$ cat src/rtl/dhoat_pkg.sv
// Shared constants, codes and types for the double-hashing open-address table.
// Used by dhoat_mod_unit and double_hash_open_address_table_unit.
`timescale 1ns / 1ps
`default_nettype none

package dhoat_pkg;

   localparam int MAX_SLOTS = 1024;
   localparam int IDX_W     = $clog2(MAX_SLOTS);
   localparam int KEY_W     = 31;
   localparam int CFG_W     = 11;
   localparam int SLOT_W    = 10;
   localparam int COLL_W    = 11;
   localparam int STAT_W    = 2;
   localparam int CSR_IDX_W = 1;
   localparam int MOD_CNT_W = $clog2(KEY_W + 1);

   localparam logic [CSR_IDX_W-1:0] CSR_TABLE_SIZE = 1'b0;
   localparam logic [CSR_IDX_W-1:0] CSR_SECOND_MOD = 1'b1;

   localparam logic FUNC_INSERT = 1'b0;
   localparam logic FUNC_SEARCH = 1'b1;

   localparam logic [CFG_W-1:0] TABLE_SIZE_RST = CFG_W'(1024);
   localparam logic [CFG_W-1:0] SECOND_MOD_RST = CFG_W'(7);

   typedef enum logic [STAT_W-1:0] {
      ST_INSERTED  = 2'd0,
      ST_FULL      = 2'd1,
      ST_FOUND     = 2'd2,
      ST_NOT_FOUND = 2'd3
   } status_type;

   // request to the shared remainder unit
   typedef struct packed {
      logic                 start;
      logic [KEY_W-1:0]     dividend;
      logic [CFG_W-1:0]     divisor;
      logic [MOD_CNT_W-1:0] steps;
   } mod_cmd_type;

   typedef struct packed {
      logic             done;
      logic [CFG_W-1:0] rem;
   } mod_res_type;

endpackage

`default_nettype wire

$ cat src/rtl/dhoat_mod_unit.sv
// Iterative restoring remainder unit: one dividend bit per cycle.
// Depends on dhoat_pkg for widths and the command/result structs.
`timescale 1ns / 1ps
`default_nettype none

module dhoat_mod_unit (
   input  wire logic                  clock,
   input  wire logic                  reset,
   input  wire dhoat_pkg::mod_cmd_type cmd,
   output      dhoat_pkg::mod_res_type res
);

   logic                            busy_ff, busy_in;
   logic                            done_ff, done_in;
   logic [dhoat_pkg::KEY_W-1:0]     dvd_ff, dvd_in;
   logic [dhoat_pkg::CFG_W-1:0]     rem_ff, rem_in;
   logic [dhoat_pkg::CFG_W-1:0]     div_ff, div_in;
   logic [dhoat_pkg::MOD_CNT_W-1:0] cnt_ff, cnt_in;
   logic [dhoat_pkg::CFG_W:0]       trial;
   logic                            fits;

   always_comb begin
      trial   = {rem_ff, dvd_ff[dhoat_pkg::KEY_W-1]};
      fits    = trial >= {1'b0, div_ff};
      busy_in = busy_ff;
      done_in = 1'b0;
      dvd_in  = dvd_ff;
      rem_in  = rem_ff;
      div_in  = div_ff;
      cnt_in  = cnt_ff;
      if (cmd.start) begin
         busy_in = 1'b1;
         dvd_in  = cmd.dividend;
         rem_in  = '0;
         div_in  = cmd.divisor;
         cnt_in  = cmd.steps;
      end else if (busy_ff) begin
         rem_in = fits ? dhoat_pkg::CFG_W'(trial - {1'b0, div_ff})
                       : trial[dhoat_pkg::CFG_W-1:0];
         dvd_in = {dvd_ff[dhoat_pkg::KEY_W-2:0], 1'b0};
         cnt_in = cnt_ff - 1'b1;
         if (cnt_ff == dhoat_pkg::MOD_CNT_W'(1)) begin
            busy_in = 1'b0;
            done_in = 1'b1;
         end
      end
   end

   always_ff @(posedge clock) begin
      if (reset) begin
         busy_ff <= 1'b0;
         done_ff <= 1'b0;
      end else begin
         busy_ff <= busy_in;
         done_ff <= done_in;
      end
      dvd_ff <= dvd_in;
      rem_ff <= rem_in;
      div_ff <= div_in;
      cnt_ff <= cnt_in;
   end

   assign res.done = done_ff;
   assign res.rem  = rem_ff;

endmodule

`default_nettype wire

$ cat config.mk
export PLATFORM = sky130hd
export DESIGN_NAME = dhoat_mod_unit
export DESIGN_NICKNAME = d
export VERILOG_FILES = /design/src/rtl/dhoat_pkg.sv /design/src/rtl/dhoat_mod_unit.sv
export SDC_FILE = /design/constraint.sdc
export NUM_CORES = 1
export LEC_CHECK = 0
export BUFFER_PORTS_ARGS = -buffer_cell sky130_fd_sc_hd__clkbuf_2
export CAP_MARGIN = 10
export CELL_PAD_IN_SITES_DETAIL_PLACEMENT = 0
export CELL_PAD_IN_SITES_GLOBAL_PLACEMENT = 2
export CORE_MARGIN = 3
export CORE_UTILIZATION = 39
export CTS_CLUSTER_SIZE = 8
export DETAILED_ROUTE_END_ITERATION = 10
export GPL_ROUTABILITY_DRIVEN = 0
export MAX_ROUTING_LAYER = met4
export PLACE_DENSITY = 0.84
export REMOVE_ABC_BUFFERS = 1
export SETUP_SLACK_MARGIN = 0.02
export SYNTH_ARGS = -nofsm -noshare
export SYNTH_HDL_FRONTEND = slang
export SYNTH_SLANG_ARGS = --single-unit
$ cat constraint.sdc
create_clock -name clock -period 5.15 [get_ports clock]
set_input_delay 1.03 -clock clock [delete_from_list [all_inputs] [get_ports clock]]
set_output_delay 1.03 -clock clock [all_outputs]
set_load 0.05 [all_outputs]
* Word level (Yosys, flattened, before mapping)
Cells that the tools add are included.
** Storage, ports and cells
- Register bits :: 60
- Input bits :: 50
** Operators by class
- $add $sub $neg :: 2
- $lt $le $gt $ge :: 1
- Eq/ne operators :: 1
- Multiplexer cells :: 9
- Bitwise operators :: 1
- Reduce and logical (&&, ||, !) cells :: 2
** Operators by type and width (number)
- $mux W31 :: 2
- $ge A12 B11 Y1 :: 1
- $mux W11 :: 1
- $sub A11 B11 Y11 :: 1
- $mux W5 :: 2
- $eq A5 B1 Y1 const B :: 1
- $sub A5 B1 Y5 const B :: 1
- $mux W1 :: 4
- $reduce_or A3 Y1 :: 1
- $reduce_bool A2 Y1 :: 1
- $not A1 Y1 :: 1

* Longest topological paths before layout
- Depth after elaboration :: 4
- Gate-level depth with buffers :: 10
- Depth with buffers taken out :: 9

* Worst setup path before layout
No wires, ideal clock.
- Path kind :: register to register
- Start point :: register rem_ff[0] in the netlist's numbering
- End point :: register rem_ff[1] in the netlist's numbering
- Setup time :: 0.106 ns
- Arrival time :: 2.597 ns
- Required time :: 5.044 ns
- Slack :: 2.447 ns
- Cell stages (with the launch flop) :: 9
- Path buffers :: 0
- Period minus slack after synthesis :: 2.703 ns
- Path through :: dfxtp_1 > inv_1 > fa_1 > nand2b_1 > a21oi_1 > o2111a_1 > a211oi_2 > or4b_2 > o311ai_0
** Between the ends
- Word-level cells in the longest chain between the ends :: 2
** RTL lines
- start, declared :: RTL line dhoat_mod_unit.sv:16 : logic [dhoat_pkg::CFG_W-1:0] rem_ff, rem_in;
- start signal, assigned :: RTL line dhoat_mod_unit.sv:58 : rem_ff <= rem_in;
- $sub A11 B11 Y11 or $ge A12 B11 Y1 (tied branches) :: RTL line dhoat_mod_unit.sv:38, dhoat_mod_unit.sv:24
- $mux W11 (*) :: RTL line dhoat_mod_unit.sv:38 : rem_in = fits ? dhoat_pkg::CFG_W'(trial - {1'b0, div_ff})
Every way passes the cells marked *; elsewhere a longest branch is shown, timed or not.
A chain may end at the register's enable or synchronous reset.

* Worst setup path after layout
- Start point :: register dvd_ff[30] in the netlist's numbering
- End point :: register rem_ff[0] in the netlist's numbering
** Between the ends
- Word-level cells in the longest chain between the ends :: 2
** RTL lines
- start, declared :: RTL line dhoat_mod_unit.sv:15 : logic [dhoat_pkg::KEY_W-1:0] dvd_ff, dvd_in;
- start signal, assigned :: RTL line dhoat_mod_unit.sv:57 : dvd_ff <= dvd_in;
- $sub A11 B11 Y11 or $ge A12 B11 Y1 (tied branches) :: RTL line dhoat_mod_unit.sv:38, dhoat_mod_unit.sv:24
- $mux W11 (*) :: RTL line dhoat_mod_unit.sv:38
Marked as above.

==> impl_metrics.py <==
metrics = {
    "setup_path": {
        "worstPathMaxFanout": 15,
        "crit_start": "dvd_ff[30]",
        "cp-start-kind": "flip-flop",
        "criticalPathCategory": "reg2reg",
        "crit_end": "rem_ff[0]",
        "timing.rr.end": "rem_ff[0]",
        "reg2reg_depth": 9,
        "r2r_start": "dvd_ff[30]",
        "end_kind": "flip-flop",
        "reg2reg_slack_ns": 2.14,
        "critPathArrivalTime_ns": 3.27,
        "worst_ep_required_time_ns": 5.41,
    },
    "timing": {
        "finalCritPeriodShare_pct": 58.5,
        "worst_slack_ns": 2.14,
        "tightest_slew_ns": 1.12,
        "fin_tns_setup_ns": 0,
        "rsz0062_at_grt": "false",
        "skew_ns": 0.00636,
        "slew_headroom_pct": 25.4,
        "fmax_mhz": 332,
        "min_period_ns": 3.01,
        "setup_viol": 0,
        "slew_viol_final": 0,
        "hold_violations": 0,
        "whs_ns": 0.521,
    },
    "power": {
        "leakage_nw": 1.54,
        "p_per_area_nw_per_um2": 355,
        "swShare_pct": 28.7,
        "clockPowerShare_pct": 33.9,
        "vdd_drop_max_v": 0.000171,
        "p_int_w": 0.000922,
        "p_comb_share_pct": 19.5,
        "power.switching_w": 0.000371,
        "p_seq_share_pct": 46.6,
    },
    "die": {
        "start_util_pct": 41.0,
        "die_w_um": 94.3,
        "dieArea_um2": 8880,
        "rows": 31,
        "die_h_um": 94.3,
        "ios": 62,
        "coreArea_um2": 7410,
    },
    "synth": {
        "ys.flop_type": "edfxtp_1",
        "synthCells": 244,
        "syn_area_um2": 3040,
        "synth_edf_count": 47,
        "yosys_warnings": 0,
        "yosysUniqueCellTypes": 43,
        "ys_seq_area_share_pct": 55.0,
        "synthArstFlopShare_pct": 0,
        "synth-seq-cells": 60,
        "avgSynthCellArea_um2": 12.5,
    },
    "outcome": {
        "outcome": "finished clean",
    },
    "route": {
        "drtPass1Iterations": 4,
        "wl_per_cell_um": 13.5,
        "via_per_inst": 4.93,
        "wirelength_um": 5570,
        "ant_nets": 0,
        "dr_total_vias": 2030,
        "drcViolationCount": 0,
        "drtIter0Drc": 54,
    },
    "worst_hold_path": {
        "hold_path.class": "reg2reg",
        "worstHoldStart": "rem_ff[8]",
    },
    "layout": {
        "nets": 372,
        "regArea_um2": 1670,
        "drive_above_1_share_pct": 37.4,
        "multi_input_area_um2": 1260,
        "antennaDiodeCount": 0,
        "area_growth_pct": 19.8,
        "utilization_pct": 49.1,
        "fill_cells": 695,
        "final_common_cell": "clkbuf_2",
        "final_cell_mix": "clkbuf_2, edfxtp_1, mux2_2",
    },
    "global_route": {
        "grt_use_total_pct": 14.1,
        "grt_max_degree": 42,
        "grt_overflow": 0,
        "grt_pass1_vias": 1995,
        "grt_antenna_before_repair": 0,
        "grt_pass1_wl_um": 9310,
    },
    "placement": {
        "port-buffer-count": 61,
        "place_ws_ns": 2.10,
        "post-dp-hpwl_um": 3910,
    },
    "clocking": {
        "cts_max_level": 3,
        "cts_buffers": 9,
        "clk_path_buf_depth": 2,
        "ctsHoldBuffers": 0,
        "clock-root-buffer": "clkbuf_8",
        "postCtsSetupBuffers": 0,
        "cts_tree": "yes",
        "clk_pin_slew_ns": 0.07,
        "clkSinkCount": 60,
        "insertion_delay_ns": 0.34,
        "cts_resized": 0,
    },
    "job": {
        "drv_cap": 0,
    },
}
## how the worst min path moves through the flow
stage,slack (ns),depth (start not counted),endpoint
CTS,0.53,2,rem_ff[8]
global placement,0.52,2,rem_ff[6]
detailed placement,0.52,2,rem_ff[8]
finish,0.52,2,rem_ff[8]
floorplan,0.52,1,dvd_ff[10]
global route,0.54,2,rem_ff[6]
## critical path, cell delays in order (launching register included)
cell and delay (ns):
edfxtp_1 0.36, inv_1 0.08, ha_1 0.23, fa_1 0.23, nand2b_1 0.13, a21oi_1 0.10
o2111a_1 0.27, a211oi_2 0.91, mux2_2 0.42, a211oi_1 0.21
## power groups by stage
stage	clock network [W]	registers, W	logic (W)
floorplan	0	0.000639	0.000155
global placement	0	0.000613	0.000254
detailed placement	0	0.000613	0.000255
CTS	0.000454	0.000604	0.000256
global route	0.000472	0.000609	0.000284
finish	0.000439	0.000602	0.000252
## Yosys cell counts, types with 2 or more instances
cell | number | area (um^2)
nor3b_1 | 3 | 22.5
nand2b_1 | 2 | 12.5
a211o_1 | 2 | 17.5
clkbuf_1 | 5 | 18.8
a211oi_1 | 9 | 67.6
o21ai_0 | 8 | 40.0
xor2_1 | 3 | 26.3
dfxtp_1 | 13 | 260
xnor2_1 | 6 | 52.6
nor2_1 | 23 | 86.3
nand2_1 | 8 | 30.0
and3_1 | 3 | 18.8
a21oi_1 | 8 | 40.0
or3_1 | 5 | 31.3
o21a_1 | 2 | 15.0
o2111a_1 | 2 | 22.5
mux2i_1 | 5 | 50.1
mux2_2 | 32 | 360
buf_1 | 3 | 11.3
nand4b_1 | 2 | 17.5
ha_1 | 13 | 163
inv_1 | 16 | 60.1
nor3_1 | 5 | 25.0
edfxtp_1 | 47 | 1410
## stage by stage
step	instance area (um^2)	cells	power, W
after CTS	3640	412	0.00131
after floorplan	2990	234	0.000794
after detailed placement	3430	396	0.000869
after global routing	3640	412	0.00137
final	3640	412	0.00129
after global placement	3430	396	0.000867
## registers in the layout, summed over array words and instances (netlist names)
signal / cells
cnt_ff: 5
done_ff: 1
busy_ff: 1
div_ff: 11
dvd_ff: 31
rem_ff: 11
## routing by layer
metal	wire length (um)	part of all wire, %	vias up	global-route usage (%)
met5	0	0	-	-
met1	2600	47	924	17.6
met2	2420	43	58	19.9
met3	456	8.2	11	5.77
met4	101	1.8	0	6.50
li1	-	-	1037	-
## kinds of logic after synthesis
kind of cell	after synthesis	share of synthesized area, %
xor+xnor	9	2.59
flops	60	55.0
mux	37	13.5
fa+ha+maj	14	6.01
compound gates	38	8.86
simple gates	60	10.4
buf+inv	26	3.58
## final cells by class
class                           instances  area share, %
Sequential cell                        60           45.9
Clock inverter                          7           2.24
Clock buffer                            9           3.40
Inverter                               16           1.65
Multi-Input combinational cell        158           34.6
Tap cell                               99           3.40
Timing Repair Buffer                   63           8.80
No activity file was read; power rests on OpenSTA's default activity.
